**src/bnqs_pkg.sv**
```systemverilog
// Shared constants, codes and types of the buzzer note queue sequencer.
`default_nettype none
package bnqs_pkg;

    // Ring of notes; it holds one entry less than its depth.
    localparam int QUEUE_DEPTH = 16;
    localparam int PTR_W       = $clog2(QUEUE_DEPTH);

    // Field widths.
    localparam int REQ_W   = 2;
    localparam int FREQ_W  = 16;
    localparam int INTEN_W = 9;
    localparam int MS_W    = 16;
    localparam int CMP_W   = 17;
    localparam int PSC_W   = 16;
    localparam int TICKS_W = 32;
    localparam int COUNT_W = 33;

    // Configuration port.
    localparam int CFG_IDX_W = 2;
    localparam int CFG_W     = 32;
    localparam int BASE_W    = 32;
    localparam int PERIOD_W  = 17;
    localparam int RATE_W    = 17;

    localparam logic [CFG_IDX_W-1:0] CFG_TONE_BASE  = 2'd0;
    localparam logic [CFG_IDX_W-1:0] CFG_PWM_PERIOD = 2'd1;
    localparam logic [CFG_IDX_W-1:0] CFG_TICK_RATE  = 2'd2;

    localparam logic [BASE_W-1:0]   RST_TONE_BASE  = 32'd1000000;
    localparam logic [PERIOD_W-1:0] RST_PWM_PERIOD = 17'd1000;
    localparam logic [RATE_W-1:0]   RST_TICK_RATE  = 17'd1000;

    // Request codes.
    localparam logic [REQ_W-1:0] REQ_NOTE = 2'd0;
    localparam logic [REQ_W-1:0] REQ_TICK = 2'd1;
    localparam logic [REQ_W-1:0] REQ_STOP = 2'd2;

    // Bit-serial multiplier: 17 bit multiplicand, 16 bit multiplier.
    localparam int MUL_A_W     = 17;
    localparam int MUL_B_W     = 16;
    localparam int MUL_P_W     = MUL_A_W + MUL_B_W;
    localparam int MUL_STEPS   = MUL_B_W;
    localparam int MUL_CNT_W   = $clog2(MUL_STEPS);

    // Restoring divider, one quotient bit per cycle.
    localparam int DIV_N_W     = 33;
    localparam int DIV_D_W     = 17;
    localparam int DIV_STEPS   = DIV_N_W;
    localparam int DIV_CNT_W   = $clog2(DIV_STEPS);

    localparam logic [DIV_D_W-1:0] MS_PER_S = 17'd1000;

    localparam logic [CMP_W-1:0] CMP_MAX = {CMP_W{1'b1}};
    localparam logic [PSC_W-1:0] PSC_MAX = {PSC_W{1'b1}};

    typedef struct packed {
        logic [PSC_W-1:0]   prescaler;
        logic [CMP_W-1:0]   compare;
        logic [TICKS_W-1:0] on_ticks;
        logic [TICKS_W-1:0] off_ticks;
    } t_note;

    localparam int NOTE_W = $bits(t_note);

endpackage
`default_nettype wire

```
**src/bnqs_in_if.sv**
```systemverilog
// Request channel: request type and note fields with a valid/ready handshake.
`default_nettype none
interface bnqs_in_if;
    logic                           valid;
    logic                           ready;
    logic [bnqs_pkg::REQ_W-1:0]     req_type;
    logic [bnqs_pkg::FREQ_W-1:0]    freq_hz;
    logic [bnqs_pkg::INTEN_W-1:0]   intensity;
    logic [bnqs_pkg::MS_W-1:0]      on_ms;
    logic [bnqs_pkg::MS_W-1:0]      off_ms;

    modport source (output valid, req_type, freq_hz, intensity, on_ms, off_ms, input ready);
    modport sink   (input valid, req_type, freq_hz, intensity, on_ms, off_ms, output ready);
endinterface
`default_nettype wire

```
**src/bnqs_out_if.sv**
```systemverilog
// Result channel: held compare and prescaler plus status flags, valid/ready handshake.
`default_nettype none
interface bnqs_out_if;
    logic                         valid;
    logic                         ready;
    logic [bnqs_pkg::CMP_W-1:0]   compare_out;
    logic [bnqs_pkg::PSC_W-1:0]   prescaler_out;
    logic                         accepted;
    logic                         playing;

    modport source (output valid, compare_out, prescaler_out, accepted, playing, input ready);
    modport sink   (input valid, compare_out, prescaler_out, accepted, playing, output ready);
endinterface
`default_nettype wire

```
**src/buzzer_note_queue_sequencer_unit.sv**
```systemverilog
// Top level of the buzzer note sequencer: request decode, note ring and play timing.
//
//   Channel   Direction  Handshake        Contents
//   i_req     in         valid/ready      req_type, freq_hz, intensity, on_ms, off_ms
//   o_rsp     out        valid/ready      compare_out, prescaler_out, accepted, playing
//   i_cfg_*   in         write enable     register index and 32 bit write data
//
// An enqueue runs the three bit-serial multipliers, then the three restoring dividers and the
// ring write, then loads the output register and returns to idle. A tick runs two update
// steps, the output load and idle; stop, a note on a full ring, a tick on an empty ring and
// other requests go straight to the output load and idle.
// Reset is synchronous and needs no clearing pass. A new transaction is taken once the
// previous result is in the output register; a stalled result blocks only the next one.
`default_nettype none
module buzzer_note_queue_sequencer_unit (
    input  wire logic                               i_clk,
    input  wire logic                               i_rst_n,
    input  wire logic                               i_cfg_we,
    input  wire logic [bnqs_pkg::CFG_IDX_W-1:0]     i_cfg_idx,
    input  wire logic [bnqs_pkg::CFG_W-1:0]         i_cfg_wdata,
    bnqs_in_if.sink                                 i_req,
    bnqs_out_if.source                              o_rsp
);

    typedef enum logic [5:0] {
        S_IDLE  = 6'b000001,
        S_MUL   = 6'b000010,
        S_DIV   = 6'b000100,
        S_TICK1 = 6'b001000,
        S_TICK2 = 6'b010000,
        S_OUT   = 6'b100000
    } t_state;

    t_state                                r_state;

    logic [bnqs_pkg::BASE_W-1:0]           r_tone_base;
    logic [bnqs_pkg::PERIOD_W-1:0]         r_pwm_period;
    logic [bnqs_pkg::RATE_W-1:0]           r_tick_rate;

    logic [bnqs_pkg::PTR_W-1:0]            r_write_ptr;
    logic [bnqs_pkg::PTR_W-1:0]            r_read_ptr;
    logic [bnqs_pkg::COUNT_W-1:0]          r_play_count;
    logic [bnqs_pkg::COUNT_W-1:0]          r_total;
    logic [bnqs_pkg::CMP_W-1:0]            r_compare;
    logic [bnqs_pkg::PSC_W-1:0]            r_prescaler;
    logic                                  r_accepted;
    logic [bnqs_pkg::FREQ_W-1:0]           r_freq;
    logic [bnqs_pkg::CMP_W-1:0]            r_note_cmp;

    logic                                  r_out_valid;
    logic [bnqs_pkg::CMP_W-1:0]            r_out_cmp;
    logic [bnqs_pkg::PSC_W-1:0]            r_out_psc;
    logic                                  r_out_acc;
    logic                                  r_out_play;

    logic                                  req_fire;
    logic                                  ring_full;
    logic                                  ring_empty;
    logic                                  note_go;
    logic [bnqs_pkg::PTR_W-1:0]            wr_next;
    logic [bnqs_pkg::PTR_W-1:0]            rd_next;
    logic                                  out_free;

    logic                                  mul_start;
    logic                                  mul_done;
    logic                                  mul_on_done;
    logic                                  mul_off_done;
    logic [bnqs_pkg::MUL_P_W-1:0]          prod_cmp;
    logic [bnqs_pkg::MUL_P_W-1:0]          prod_on;
    logic [bnqs_pkg::MUL_P_W-1:0]          prod_off;

    logic                                  div_start;
    logic                                  div_done;
    logic                                  div_on_done;
    logic                                  div_off_done;
    logic [bnqs_pkg::DIV_N_W-1:0]          quot_psc;
    logic [bnqs_pkg::DIV_N_W-1:0]          quot_on;
    logic [bnqs_pkg::DIV_N_W-1:0]          quot_off;

    logic                                  ram_we;
    bnqs_pkg::t_note                       ram_wdata;
    bnqs_pkg::t_note                       head_note;
    logic [bnqs_pkg::NOTE_W-1:0]           ram_rdata;

    logic [bnqs_pkg::CMP_W-1:0]            cmp_sat;
    logic [bnqs_pkg::PSC_W-1:0]            psc_sat;

    function automatic logic [bnqs_pkg::PTR_W-1:0] ring_next(
        input logic [bnqs_pkg::PTR_W-1:0] p
    );
        return (p == bnqs_pkg::PTR_W'(bnqs_pkg::QUEUE_DEPTH - 1)) ? '0 : p + 1'b1;
    endfunction

    assign req_fire   = i_req.valid && i_req.ready;
    assign wr_next    = ring_next(r_write_ptr);
    assign rd_next    = ring_next(r_read_ptr);
    assign ring_full  = (wr_next == r_read_ptr);
    assign ring_empty = (r_read_ptr == r_write_ptr);
    assign note_go    = req_fire && (i_req.req_type == bnqs_pkg::REQ_NOTE) && !ring_full;
    assign out_free   = !r_out_valid || o_rsp.ready;

    assign i_req.ready = (r_state == S_IDLE);

    // Configuration registers.
    always_ff @(posedge i_clk) begin
        if (!i_rst_n) begin
            r_tone_base  <= bnqs_pkg::RST_TONE_BASE;
            r_pwm_period <= bnqs_pkg::RST_PWM_PERIOD;
            r_tick_rate  <= bnqs_pkg::RST_TICK_RATE;
        end else if (i_cfg_we) begin
            case (i_cfg_idx)
                bnqs_pkg::CFG_TONE_BASE: begin
                    r_tone_base <= i_cfg_wdata[bnqs_pkg::BASE_W-1:0];
                end
                bnqs_pkg::CFG_PWM_PERIOD: begin
                    r_pwm_period <= i_cfg_wdata[bnqs_pkg::PERIOD_W-1:0];
                end
                bnqs_pkg::CFG_TICK_RATE: begin
                    r_tick_rate <= i_cfg_wdata[bnqs_pkg::RATE_W-1:0];
                end
                default: begin
                end
            endcase
        end
    end

    // Note conversion: products first, then the quotients.
    assign mul_start = note_go;

    bnqs_serial_mul u_mul_cmp (
        .i_clk    (i_clk),
        .i_rst_n  (i_rst_n),
        .i_start  (mul_start),
        .i_mcand  (r_pwm_period),
        .i_mplier (bnqs_pkg::MUL_B_W'(i_req.intensity)),
        .o_done   (mul_done),
        .o_prod   (prod_cmp)
    );

    bnqs_serial_mul u_mul_on (
        .i_clk    (i_clk),
        .i_rst_n  (i_rst_n),
        .i_start  (mul_start),
        .i_mcand  (r_tick_rate),
        .i_mplier (i_req.on_ms),
        .o_done   (mul_on_done),
        .o_prod   (prod_on)
    );

    bnqs_serial_mul u_mul_off (
        .i_clk    (i_clk),
        .i_rst_n  (i_rst_n),
        .i_start  (mul_start),
        .i_mcand  (r_tick_rate),
        .i_mplier (i_req.off_ms),
        .o_done   (mul_off_done),
        .o_prod   (prod_off)
    );

    assign div_start = (r_state == S_MUL) && mul_done;

    bnqs_serial_div u_div_psc (
        .i_clk      (i_clk),
        .i_rst_n    (i_rst_n),
        .i_start    (div_start),
        .i_dividend (bnqs_pkg::DIV_N_W'(r_tone_base)),
        .i_divisor  (bnqs_pkg::DIV_D_W'(r_freq)),
        .o_done     (div_done),
        .o_quot     (quot_psc)
    );

    bnqs_serial_div u_div_on (
        .i_clk      (i_clk),
        .i_rst_n    (i_rst_n),
        .i_start    (div_start),
        .i_dividend (prod_on),
        .i_divisor  (bnqs_pkg::MS_PER_S),
        .o_done     (div_on_done),
        .o_quot     (quot_on)
    );

    bnqs_serial_div u_div_off (
        .i_clk      (i_clk),
        .i_rst_n    (i_rst_n),
        .i_start    (div_start),
        .i_dividend (prod_off),
        .i_divisor  (bnqs_pkg::MS_PER_S),
        .o_done     (div_off_done),
        .o_quot     (quot_off)
    );

    // The compare value is the product shifted down by eight, saturated to 17 bits.
    assign cmp_sat = (|prod_cmp[bnqs_pkg::MUL_P_W-1:bnqs_pkg::CMP_W+8])
                     ? bnqs_pkg::CMP_MAX : prod_cmp[bnqs_pkg::CMP_W+7:8];
    assign psc_sat = (|quot_psc[bnqs_pkg::DIV_N_W-1:bnqs_pkg::PSC_W])
                     ? bnqs_pkg::PSC_MAX : quot_psc[bnqs_pkg::PSC_W-1:0];

    assign ram_we = (r_state == S_DIV) && div_done;

    always_comb begin
        ram_wdata.prescaler = psc_sat;
        ram_wdata.compare   = r_note_cmp;
        ram_wdata.on_ticks  = quot_on[bnqs_pkg::TICKS_W-1:0];
        ram_wdata.off_ticks = quot_off[bnqs_pkg::TICKS_W-1:0];
    end

    bnqs_ram #(
        .WIDTH (bnqs_pkg::NOTE_W),
        .DEPTH (bnqs_pkg::QUEUE_DEPTH)
    ) u_ring (
        .i_clk   (i_clk),
        .i_we    (ram_we),
        .i_waddr (r_write_ptr),
        .i_wdata (ram_wdata),
        .i_raddr (r_read_ptr),
        .o_rdata (ram_rdata)
    );

    assign head_note = bnqs_pkg::t_note'(ram_rdata);

    // Sequencer and ring state.
    always_ff @(posedge i_clk) begin
        if (!i_rst_n) begin
            r_state      <= S_IDLE;
            r_write_ptr  <= '0;
            r_read_ptr   <= '0;
            r_play_count <= '0;
            r_compare    <= '0;
            r_prescaler  <= '0;
            r_accepted   <= 1'b0;
            r_out_valid  <= 1'b0;
        end else begin
            if (o_rsp.ready) begin
                r_out_valid <= 1'b0;
            end
            case (r_state)
                S_IDLE: begin
                    if (req_fire) begin
                        r_accepted <= 1'b0;
                        r_state    <= S_OUT;
                        case (i_req.req_type)
                            bnqs_pkg::REQ_NOTE: begin
                                if (!ring_full) begin
                                    r_state <= S_MUL;
                                end
                            end
                            bnqs_pkg::REQ_TICK: begin
                                if (!ring_empty) begin
                                    r_state <= S_TICK1;
                                end
                            end
                            bnqs_pkg::REQ_STOP: begin
                                r_write_ptr  <= '0;
                                r_read_ptr   <= '0;
                                r_play_count <= '0;
                            end
                            default: begin
                            end
                        endcase
                    end
                end
                S_MUL: begin
                    if (mul_done) begin
                        r_state <= S_DIV;
                    end
                end
                S_DIV: begin
                    if (div_done) begin
                        r_write_ptr <= wr_next;
                        r_accepted  <= 1'b1;
                        r_state     <= S_OUT;
                    end
                end
                S_TICK1: begin
                    if (r_play_count <= bnqs_pkg::COUNT_W'(head_note.on_ticks)) begin
                        r_compare   <= head_note.compare;
                        r_prescaler <= head_note.prescaler;
                    end else begin
                        r_compare <= '0;
                    end
                    r_play_count <= r_play_count + 1'b1;
                    r_state      <= S_TICK2;
                end
                S_TICK2: begin
                    // The counter has already been advanced for this tick.
                    if (r_play_count >= r_total) begin
                        r_read_ptr   <= rd_next;
                        r_play_count <= '0;
                    end
                    r_state <= S_OUT;
                end
                S_OUT: begin
                    if (out_free) begin
                        r_out_valid <= 1'b1;
                        r_state     <= S_IDLE;
                    end
                end
                default: begin
                    r_state <= S_IDLE;
                end
            endcase
        end
    end

    // Payload registers.
    always_ff @(posedge i_clk) begin
        if (req_fire) begin
            r_freq <= i_req.freq_hz;
        end
        if (div_start) begin
            r_note_cmp <= cmp_sat;
        end
        if (r_state == S_TICK1) begin
            r_total <= bnqs_pkg::COUNT_W'(head_note.on_ticks)
                     + bnqs_pkg::COUNT_W'(head_note.off_ticks);
        end
        if ((r_state == S_OUT) && out_free) begin
            r_out_cmp  <= r_compare;
            r_out_psc  <= r_prescaler;
            r_out_acc  <= r_accepted;
            r_out_play <= !ring_empty;
        end
    end

    assign o_rsp.valid         = r_out_valid;
    assign o_rsp.compare_out   = r_out_cmp;
    assign o_rsp.prescaler_out = r_out_psc;
    assign o_rsp.accepted      = r_out_acc;
    assign o_rsp.playing       = r_out_play;

    // A stored note always leaves the ring non-empty.
    a_acc_playing: assert property (@(posedge i_clk) disable iff (!i_rst_n)
        (o_rsp.valid && o_rsp.accepted) |-> o_rsp.playing)
        else $error("accepted note reported with an empty ring");

    // All three multipliers run in lockstep, and so do the dividers.
    a_units_lockstep: assert property (@(posedge i_clk) disable iff (!i_rst_n)
        (mul_done == mul_on_done) && (mul_done == mul_off_done)
        && (div_done == div_on_done) && (div_done == div_off_done))
        else $error("serial arithmetic units out of step");

    // The multipliers finish only while the sequencer waits on them.
    a_mul_to_div: assert property (@(posedge i_clk) disable iff (!i_rst_n)
        mul_done |-> (r_state == S_MUL) ##1 (r_state == S_DIV))
        else $error("multiplier result arrived outside the conversion");

    // A tick only advances the head of a non-empty ring.
    a_tick_nonempty: assert property (@(posedge i_clk) disable iff (!i_rst_n)
        (r_state == S_TICK2) |-> !ring_empty)
        else $error("tick processed on an empty ring");

    a_ptr_range: assert property (@(posedge i_clk) disable iff (!i_rst_n)
        (r_write_ptr <= bnqs_pkg::PTR_W'(bnqs_pkg::QUEUE_DEPTH - 1))
        && (r_read_ptr <= bnqs_pkg::PTR_W'(bnqs_pkg::QUEUE_DEPTH - 1)))
        else $error("ring pointer beyond the queue depth");

endmodule
`default_nettype wire

```
**src/bnqs_ram.sv**
```systemverilog
// Generic single-port-write, single-port-read RAM with registered read data.
`default_nettype none
module bnqs_ram #(
    parameter int WIDTH = 8,
    parameter int DEPTH = 16
) (
    input  wire logic                     i_clk,
    input  wire logic                     i_we,
    input  wire logic [$clog2(DEPTH)-1:0] i_waddr,
    input  wire logic [WIDTH-1:0]         i_wdata,
    input  wire logic [$clog2(DEPTH)-1:0] i_raddr,
    output logic      [WIDTH-1:0]         o_rdata
);

    logic [WIDTH-1:0] r_mem [DEPTH];
    logic [WIDTH-1:0] r_rdata;

    always_ff @(posedge i_clk) begin
        if (i_we) begin
            r_mem[i_waddr] <= i_wdata;
        end
        r_rdata <= r_mem[i_raddr];
    end

    assign o_rdata = r_rdata;

endmodule
`default_nettype wire

```
**src/bnqs_serial_mul.sv**
```systemverilog
// Bit-serial shift-and-add multiplier, one multiplier bit per cycle.
`default_nettype none
module bnqs_serial_mul (
    input  wire logic                           i_clk,
    input  wire logic                           i_rst_n,
    input  wire logic                           i_start,
    input  wire logic [bnqs_pkg::MUL_A_W-1:0]   i_mcand,
    input  wire logic [bnqs_pkg::MUL_B_W-1:0]   i_mplier,
    output logic                                o_done,
    output logic      [bnqs_pkg::MUL_P_W-1:0]   o_prod
);

    logic                              r_busy;
    logic                              r_done;
    logic [bnqs_pkg::MUL_CNT_W-1:0]    r_cnt;
    logic [bnqs_pkg::MUL_P_W-1:0]      r_acc;
    logic [bnqs_pkg::MUL_P_W-1:0]      r_mcand;
    logic [bnqs_pkg::MUL_B_W-1:0]      r_mplier;
    logic [bnqs_pkg::MUL_P_W-1:0]      n_acc;

    assign n_acc = r_mplier[0] ? r_acc + r_mcand : r_acc;

    always_ff @(posedge i_clk) begin
        if (!i_rst_n) begin
            r_busy <= 1'b0;
            r_done <= 1'b0;
            r_cnt  <= '0;
        end else begin
            r_done <= 1'b0;
            if (i_start) begin
                r_busy <= 1'b1;
                r_cnt  <= bnqs_pkg::MUL_CNT_W'(bnqs_pkg::MUL_STEPS - 1);
            end else if (r_busy) begin
                if (r_cnt == '0) begin
                    r_busy <= 1'b0;
                    r_done <= 1'b1;
                end else begin
                    r_cnt <= r_cnt - 1'b1;
                end
            end
        end
    end

    always_ff @(posedge i_clk) begin
        if (i_start) begin
            r_acc    <= '0;
            r_mcand  <= bnqs_pkg::MUL_P_W'(i_mcand);
            r_mplier <= i_mplier;
        end else if (r_busy) begin
            r_acc    <= n_acc;
            r_mcand  <= {r_mcand[bnqs_pkg::MUL_P_W-2:0], 1'b0};
            r_mplier <= {1'b0, r_mplier[bnqs_pkg::MUL_B_W-1:1]};
        end
    end

    assign o_done = r_done;
    assign o_prod = r_acc;

endmodule
`default_nettype wire

```
**src/bnqs_serial_div.sv**
```systemverilog
// Restoring divider that produces one quotient bit per cycle, MSB first.
`default_nettype none
module bnqs_serial_div (
    input  wire logic                           i_clk,
    input  wire logic                           i_rst_n,
    input  wire logic                           i_start,
    input  wire logic [bnqs_pkg::DIV_N_W-1:0]   i_dividend,
    input  wire logic [bnqs_pkg::DIV_D_W-1:0]   i_divisor,
    output logic                                o_done,
    output logic      [bnqs_pkg::DIV_N_W-1:0]   o_quot
);

    logic                              r_busy;
    logic                              r_done;
    logic [bnqs_pkg::DIV_CNT_W-1:0]    r_cnt;
    logic [bnqs_pkg::DIV_N_W-1:0]      r_quo;
    logic [bnqs_pkg::DIV_D_W:0]        r_rem;
    logic [bnqs_pkg::DIV_D_W-1:0]      r_dvs;
    logic [bnqs_pkg::DIV_D_W:0]        n_trial;
    logic                              n_fits;
    logic [bnqs_pkg::DIV_D_W:0]        n_rem;

    // The quotient register holds the unused dividend bits at its top and
    // collects quotient bits at its bottom. A zero divisor gives all ones.
    always_comb begin
        n_trial = {r_rem[bnqs_pkg::DIV_D_W-1:0], r_quo[bnqs_pkg::DIV_N_W-1]};
        n_fits  = (n_trial >= {1'b0, r_dvs});
        n_rem   = n_fits ? n_trial - {1'b0, r_dvs} : n_trial;
    end

    always_ff @(posedge i_clk) begin
        if (!i_rst_n) begin
            r_busy <= 1'b0;
            r_done <= 1'b0;
            r_cnt  <= '0;
        end else begin
            r_done <= 1'b0;
            if (i_start) begin
                r_busy <= 1'b1;
                r_cnt  <= bnqs_pkg::DIV_CNT_W'(bnqs_pkg::DIV_STEPS - 1);
            end else if (r_busy) begin
                if (r_cnt == '0) begin
                    r_busy <= 1'b0;
                    r_done <= 1'b1;
                end else begin
                    r_cnt <= r_cnt - 1'b1;
                end
            end
        end
    end

    always_ff @(posedge i_clk) begin
        if (i_start) begin
            r_quo <= i_dividend;
            r_rem <= '0;
            r_dvs <= i_divisor;
        end else if (r_busy) begin
            r_quo <= {r_quo[bnqs_pkg::DIV_N_W-2:0], n_fits};
            r_rem <= n_rem;
        end
    end

    assign o_done = r_done;
    assign o_quot = r_quo;

endmodule
`default_nettype wire
```
**src/flat_wrapper.sv**
```systemverilog
// flat-port wrapper written by rule: the top's interface ports become plain ports
module buzzer_note_queue_sequencer_unit_flat 
  (i_clk, i_rst_n, i_cfg_we, i_cfg_idx, i_cfg_wdata, i_req_valid, i_req_req_type, i_req_freq_hz, i_req_intensity, i_req_on_ms, i_req_off_ms, i_req_ready, o_rsp_valid, o_rsp_compare_out, o_rsp_prescaler_out, o_rsp_accepted, o_rsp_playing, o_rsp_ready);
  bnqs_in_if i_req_i ();
  bnqs_out_if o_rsp_i ();
  input  wire logic i_clk;
  input  wire logic i_rst_n;
  input  wire logic i_cfg_we;
  input  wire logic [bnqs_pkg::CFG_IDX_W-1:0] i_cfg_idx;
  input  wire logic [bnqs_pkg::CFG_W-1:0] i_cfg_wdata;
  input wire logic [$bits(i_req_i.valid)-1:0] i_req_valid;
  input wire logic [$bits(i_req_i.req_type)-1:0] i_req_req_type;
  input wire logic [$bits(i_req_i.freq_hz)-1:0] i_req_freq_hz;
  input wire logic [$bits(i_req_i.intensity)-1:0] i_req_intensity;
  input wire logic [$bits(i_req_i.on_ms)-1:0] i_req_on_ms;
  input wire logic [$bits(i_req_i.off_ms)-1:0] i_req_off_ms;
  output wire logic [$bits(i_req_i.ready)-1:0] i_req_ready;
  output wire logic [$bits(o_rsp_i.valid)-1:0] o_rsp_valid;
  output wire logic [$bits(o_rsp_i.compare_out)-1:0] o_rsp_compare_out;
  output wire logic [$bits(o_rsp_i.prescaler_out)-1:0] o_rsp_prescaler_out;
  output wire logic [$bits(o_rsp_i.accepted)-1:0] o_rsp_accepted;
  output wire logic [$bits(o_rsp_i.playing)-1:0] o_rsp_playing;
  input wire logic [$bits(o_rsp_i.ready)-1:0] o_rsp_ready;
  assign i_req_i.valid = i_req_valid;
  assign i_req_i.req_type = i_req_req_type;
  assign i_req_i.freq_hz = i_req_freq_hz;
  assign i_req_i.intensity = i_req_intensity;
  assign i_req_i.on_ms = i_req_on_ms;
  assign i_req_i.off_ms = i_req_off_ms;
  assign i_req_ready = i_req_i.ready;
  assign o_rsp_valid = o_rsp_i.valid;
  assign o_rsp_compare_out = o_rsp_i.compare_out;
  assign o_rsp_prescaler_out = o_rsp_i.prescaler_out;
  assign o_rsp_accepted = o_rsp_i.accepted;
  assign o_rsp_playing = o_rsp_i.playing;
  assign o_rsp_i.ready = o_rsp_ready;
  buzzer_note_queue_sequencer_unit u_core (.i_clk(i_clk), .i_rst_n(i_rst_n), .i_cfg_we(i_cfg_we), .i_cfg_idx(i_cfg_idx), .i_cfg_wdata(i_cfg_wdata), .i_req(i_req_i), .o_rsp(o_rsp_i));
endmodule
```
**config.mk**
```make
export PLATFORM = sky130hd
export DESIGN_NAME = buzzer_note_queue_sequencer_unit_flat
export DESIGN_NICKNAME = d
export VERILOG_FILES = /design/src/bnqs_pkg.sv /design/src/bnqs_in_if.sv /design/src/bnqs_out_if.sv /design/src/buzzer_note_queue_sequencer_unit.sv /design/src/bnqs_ram.sv /design/src/bnqs_serial_mul.sv /design/src/bnqs_serial_div.sv /design/src/flat_wrapper.sv
export SDC_FILE = /design/constraint.sdc
export NUM_CORES = 2
export LEC_CHECK = 0
export ABC_AREA = 1
export BUFFER_PORTS_ARGS = -buffer_cell sky130_fd_sc_hd__buf_4
export CAP_MARGIN = 20
export CORE_UTILIZATION = 59
export DETAILED_ROUTE_END_ITERATION = 10
export GPL_TIMING_DRIVEN = 0
export PLACE_DENSITY = 0.76
export SLEW_MARGIN = 0
export SYNTH_ARGS = -nofsm -noshare
export SYNTH_HDL_FRONTEND = slang
export SYNTH_SLANG_ARGS = --single-unit
```
**constraint.sdc**
```tcl
create_clock -name i_clk -period 10.27 [get_ports i_clk]
set_input_delay 0.5135 -clock i_clk [delete_from_list [all_inputs] [get_ports i_clk]]
set_output_delay 0.5135 -clock i_clk [all_outputs]
set_load 0.02 [all_outputs]
```
# ---- Word level (Yosys, flattened, before mapping)
# Memory sizes are Yosys's and may differ from the RTL's. A register that Yosys moved wholly into a read port is not among the register bits.
# Index checks and enable logic that the tools add are counted.
dict set report op_classes {
  addsub 16
  magnitude_cmp 5
  n_eq_ne 26
  n_mux 89
  bitwise 6
  reduce_logical 53
}
# operator n
set ops {}
lappend ops {{33-bit 2-to-1 mux} 7}
lappend ops {{17-bit 2-to-1 mux} 10}
lappend ops {{33-bit adder} 3}
lappend ops {{33-bit case mux with 3 select lines} 1}
lappend ops {{6-bit 2-to-1 mux} 15}
lappend ops {{16-bit 2-to-1 mux} 5}
lappend ops {{32-bit 2-to-1 mux} 2}
lappend ops {{4-bit 2-to-1 mux} 15}
lappend ops {{18-bit by 10-bit greater-or-equal comparator with 1-bit output (second input constant)} 2}
lappend ops {{6-bit case mux with 6 select lines} 1}
lappend ops {{17-bit by 10-bit subtractor with 17-bit output (second input constant)} 2}
lappend ops {{32-bit by 32-bit adder with 33-bit output} 1}
lappend ops {{33-bit by 1-bit adder with 33-bit output (second input constant)} 1}
lappend ops {{33-bit greater-or-equal comparator} 1}
lappend ops {{33-bit by 32-bit <= comparator with 1-bit output} 1}
lappend ops {{2-bit AND reduction} 16}
lappend ops {{1-bit 2-to-1 mux} 27}
lappend ops {{18-bit by 16-bit greater-or-equal comparator with 1-bit output} 1}
lappend ops {{6-bit zero test} 3}
lappend ops {{9-bit 2-to-1 mux} 2}
lappend ops {{6-bit by 1-bit subtractor with 6-bit output (second input constant)} 3}
lappend ops {{17-bit OR reduction} 1}
lappend ops {{17-bit by 16-bit subtractor with 17-bit output} 1}
lappend ops {{2-bit by 1-bit != test with 1-bit output (second input constant)} 8}
lappend ops {{29 further kinds} 66}
dict set report word_totals {
  ff_bits 692
  ramBits 1552
  inputBits 98
  out_inout_bits 37
  elab_cells 251
  n_memories 1
}
# memory words width read_ports rd_clocked_by_memory_dff write_ports line_no
set mem_list {}
lappend mem_list {u_core.u_ring.r_mem 16 97 1 1 1 bnqs_ram.sv:15} ;# logic [WIDTH-1:0] r_mem [DEPTH];

# ---- Depth between registers and ports, before layout
dict set report logic_depth {
  depth_word 7
  ltp_mapped 16
  depth_no_buf 16
}

# ---- Cells and area by module
# From an unflattened synthesis, not the netlist that was laid out.
dict set report unflattened {
  hier_cells 12476
  area_unflattened_um2 111928.6
}
# module instances cells_per_inst area_per_inst_um2 seq_area_each_um2
set modules_own_cells {}
lappend modules_own_cells {bnqs_ram 1 6366 68036.5 48546.6}
lappend modules_own_cells {bnqs_serial_mul 3 927 5870.6 2092.0}
lappend modules_own_cells {buzzer_note_queue_sequencer_unit 1 1697 13608.1 5995.8}
lappend modules_own_cells {bnqs_serial_div 3 544 4224.1 2001.9}

# ---- Least setup slack after synthesis
# OpenSTA, ideal clock, no wires.
dict set report synth_path {
  kind {register -> register}
  start {register u_core.r_state[4]}
  end {memory u_core.u_ring.r_mem[0][0] (netlist bit), enable pin}
  setup_ns 0.553
  t_arrival_ns 5.307
  t_required_ns 9.717
  path_slack_ns 4.409
  path_stages_with_launch 8
  path_buffers 0
  synth_period_minus_slack_ns 5.861
  cell_sequence {dfxtp_1 inv_1 nand2_1 nor4_2 nand2_1 inv_1 nand2_1 nor2_1}
}
dict set report synth_via {
  elab_chain_cells 4
}
# item line_no
set synth_lines {}
lappend synth_lines {{start: declaration} buzzer_note_queue_sequencer_unit.sv:34} ;# t_state r_state;
lappend synth_lines {{start signal: assignment} buzzer_note_queue_sequencer_unit.sv:224} ;# r_state <= S_IDLE;
lappend synth_lines {{start signal: assignment} buzzer_note_queue_sequencer_unit.sv:240} ;# r_state <= S_OUT;
lappend synth_lines {{start signal: assignment} buzzer_note_queue_sequencer_unit.sv:244} ;# r_state <= S_MUL;
lappend synth_lines {{6-bit by 3-bit equality test with 1-bit output} buzzer_note_queue_sequencer_unit.sv:198} ;# assign ram_we = (r_state == S_DIV) && div_done;
lappend synth_lines {{1-bit logical AND} buzzer_note_queue_sequencer_unit.sv:198}
lappend synth_lines {{1-bit 2-to-1 mux} bnqs_ram.sv:19} ;# if (i_we) begin
lappend synth_lines {{1-bit 2-to-1 mux (implied by the code)} bnqs_ram.sv:20} ;# r_mem[i_waddr] <= i_wdata;
lappend synth_lines {{end: declaration} bnqs_ram.sv:15}
# Every way passes these cells.

==> reports/metrics.yaml <==
antenna_found_initial: 19
cts_resized: 0
worst_slack_ns: 6.089
cts_buffer_depth: 3
seq_area_frac_synth_pct: 66.15
crit_chain: "buf_2 > clkbuf_1 > clkbuf_1 > o21ai_0 > o221ai_1 > nand3_1 > nand2_1"
port_buffers: 133
hold_start: "i_cfg_idx[0]"
multiInputGateArea_um2: 29610
r2r_slack_ns: 6.09
rsz0062_at_grt: "false"
setup_viol_count_final: 0
fin_crit_sh_pct: 40.71
power_per_cell_area_nw_per_um2: 209.9
dp.cells: 11480
die_w_um: 411.6
ant_nets: 0
start_util_pct: 59.72
final_cell_count_no_fill: 12020
wl_per_cell_um: 26.87
ys_ff_latch: 2341
worst-path-stages: 7
finalCriticalPeriod_ns: 4.181
area_growth_pct: 14.46
vias: 76590
syn_nets: 9398
r2r-start: "u_core.r_read_ptr[1]"
clock.fmax_mhz: 239.2
hold-path-endpoint: "u_core.r_tone_base[31]"
synthCells: 9070
drive_gt1_share_pct: 7.542
p_total_mw: 23.78
hold_path.class: "in -> reg"
clock_latency_ns: 0.89
ir_drop_mv: 0.1960
final_cell_mix: "edfxtp_1, nand2_1, nor2_1, o21ai_0, inv_1"
cp_num_buf_inv: 3
drc_errors: 0
slew_violations: 0
syn_area_um2: 98970
cts_tree: "built"
pin_count: 135
placement.cell_area_um2: 104700
outcome: "completed"
fin_area_um2: 113300
worstHoldPathCells: 4
layout_commonest_cell: "edfxtp_1"
worstPathArrival_ns: 4.92
avgSynthCellArea_um2: 10.91
drt_first_pass_iters: 9
path_common_cell: "clkbuf_1"
tightest_slew_ns: 1.241
grt_pass1_wl_mm: 466.0
cts-root-buf: "clkbuf_16"
crit_required_ns: 11.01
fp-row-count: 149
maxCapViolCount: 0
cp_slowest_cell: "clkbuf_1"
ys_types: 53
cp_top_family: "buffers and inverters"
worst_setup_path_start_kind: "flop"
path_clk_slew_ns: 0.06
end_kind: "flop"
drt_wl_total_mm: 322.9
grt_max_degree: 43
reg2reg_to: "u_core.u_ring.o_rdata[23]"
hold_ws_ns: 0.1025
gp_congestion: 0.9616
fillers: 11680
grtUsageTotal_pct: 37.52
worstRegToRegCells: 7
grt_pass1_vias: 73820
slew_headroom_pct: 17.28
setup_tns_ns: 0
core_area_um2: 165700
via_per_inst: 6.373
cts.htree.levels: 4
grt_overflow_total: 0
fin_nets: 9940
yosysWarnings: 0
skew_ns: 0.05803
seq_area_um2: 65470
drt_iter0_drc: 11520
hpwlAfterDp_mm: 225.7
die_h_um: 411.6
critPathMaxFanout: 10
max_stage_delay_ns: 0.97
cts_sinks: 2341
final_core_utilization_pct: 68.35
dp_slack_ns: 6.497
cts_buffers: 222
die-area_um2: 169400
critPathKind: "reg -> reg"
finalHoldViolCount: 0
p_leak_nw: 40.11
cells by family (layout without fill, tap and decap cells):
family                     Yosys count  in the layout  synth area share [%]
adders and majority gates          230            230                 2.946
and+or+nand+nor                   3152           3152                 12.93
DFF                               2341           2341                 66.15
AOI/OAI and AO/OA                 2205           2205                 12.94
buffers and inverters             1034           1776                 4.069
other                                0             17                     0
xor gates and xnor gates           108            108                0.9633
sequential cells by signal, summed over array words and instances (netlist names), 32 cells and up:
signal and cells:
u_core.u_mul_off.o_prod 33, u_core.u_mul_on.r_mcand 33, u_core.u_div_off.o_quot 33, u_core.u_mul_cmp.r_mcand 33
u_core.u_ring.r_mem 1552, u_core.u_mul_on.o_prod 33, u_core.r_play_count 33, u_core.u_ring.o_rdata 97
u_core.r_tone_base 32, u_core.r_total 33, u_core.u_mul_off.r_mcand 33, u_core.u_div_psc.o_quot 33
u_core.u_div_on.o_quot 33, u_core.u_mul_cmp.o_prod 33
routing by layer:
metal / GRT usage, % / vias to the layer above / wire (µm) / part of all wire (%)
met3: 9.417 / 1139 / 41650 / 13
met4: 21.82 / 6 / 21430 / 6.6
met2: 58.97 / 5506 / 146100 / 45
li1: - / 33480 / - / -
met1: 47.32 / 36460 / 113700 / 35
met5: 0 / - / 51 / 0.016
worst register-to-register path, cell delays in order, from the launching register on:
cell and delay, ns:
dfxtp_1 0.54, buf_2 0.67, clkbuf_1 0.98, clkbuf_1 0.47, o21ai_0 0.23, o221ai_1 0.42, nand3_1 0.40, nand2_1 0.34
power by group:
part	leakage, nW	switching (mW)	total [mW]	internal [mW]
Clock	3.68	3.67	8.47	4.79
Sequential	19.8	0.379	11.0	10.7
Combinational	16.6	2.96	4.28	1.32
Total	40.1	7.02	23.8	16.8
layout make-up:
cell class | count | area share (%)
antenna | 17 | 0.03755
buffer | 472 | 1.703
clock buffer | 312 | 5.540
clock inverter | 112 | 1.142
inverter | 562 | 1.862
multi-input combinational | 5695 | 26.14
sequential | 2341 | 57.79
tap | 2189 | 2.418
timing repair buffer | 318 | 3.364
worst max-delay path by stage:
stage,start,to,slack [ns]
2_1_floorplan,u_core.r_state[4],u_core.u_ring.r_mem[0][0],4.41
4_1_cts,u_core.r_state[4],u_core.u_ring.r_mem[8][32],6.39
6_report,u_core.r_read_ptr[1],u_core.u_ring.o_rdata[23],6.09
3_5_place_dp,u_core.r_state[4],u_core.u_ring.r_mem[8][27],6.50
5_1_grt,u_core.r_state[4],u_core.u_ring.r_mem[8][39],6.27
3_3_place_gp,u_core.r_state[4],u_core.u_ring.r_mem[4][30],-1.03
Yosys cell counts, drive strengths merged:
cell type | number | share of area (%)
a211oi | 18 | 0.14
a21boi | 7 | 0.053
a21o | 25 | 0.19
a21oi | 486 | 2.5
a221oi | 1 | 0.015
a22oi | 1 | 0.0076
a31o | 1 | 0.0089
a31oi | 11 | 0.070
a32o | 1 | 0.010
a32oi | 1 | 0.0089
and2 | 4 | 0.025
buf | 114 | 0.58
clkbuf | 358 | 1.4
clkinv | 6 | 0.023
dfxtp | 482 | 9.7
edfxtp | 1859 | 56
fa | 5 | 0.10
ha | 225 | 2.8
inv | 556 | 2.1
nand2 | 1433 | 5.4
nand3 | 338 | 1.7
nand3b | 43 | 0.33
nand4 | 49 | 0.32
nor2 | 1175 | 4.5
nor3 | 60 | 0.31
nor4 | 27 | 0.18
o2111ai | 2 | 0.018
o211ai | 117 | 0.89
o21a | 13 | 0.099
o21ai | 1102 | 5.6
o21bai | 13 | 0.099
o221ai | 288 | 2.5
o22ai | 114 | 0.72
o31ai | 4 | 0.030
or2 | 23 | 0.15
xnor2 | 44 | 0.40
xor2 | 64 | 0.57
what timing repair did:
action / CTS / global route
hold buffers: 92 / 0
buffers inserted: 0 / 0
endpoints found under the hold margin: 124 / 0
(Power assumes the default switching activity.)
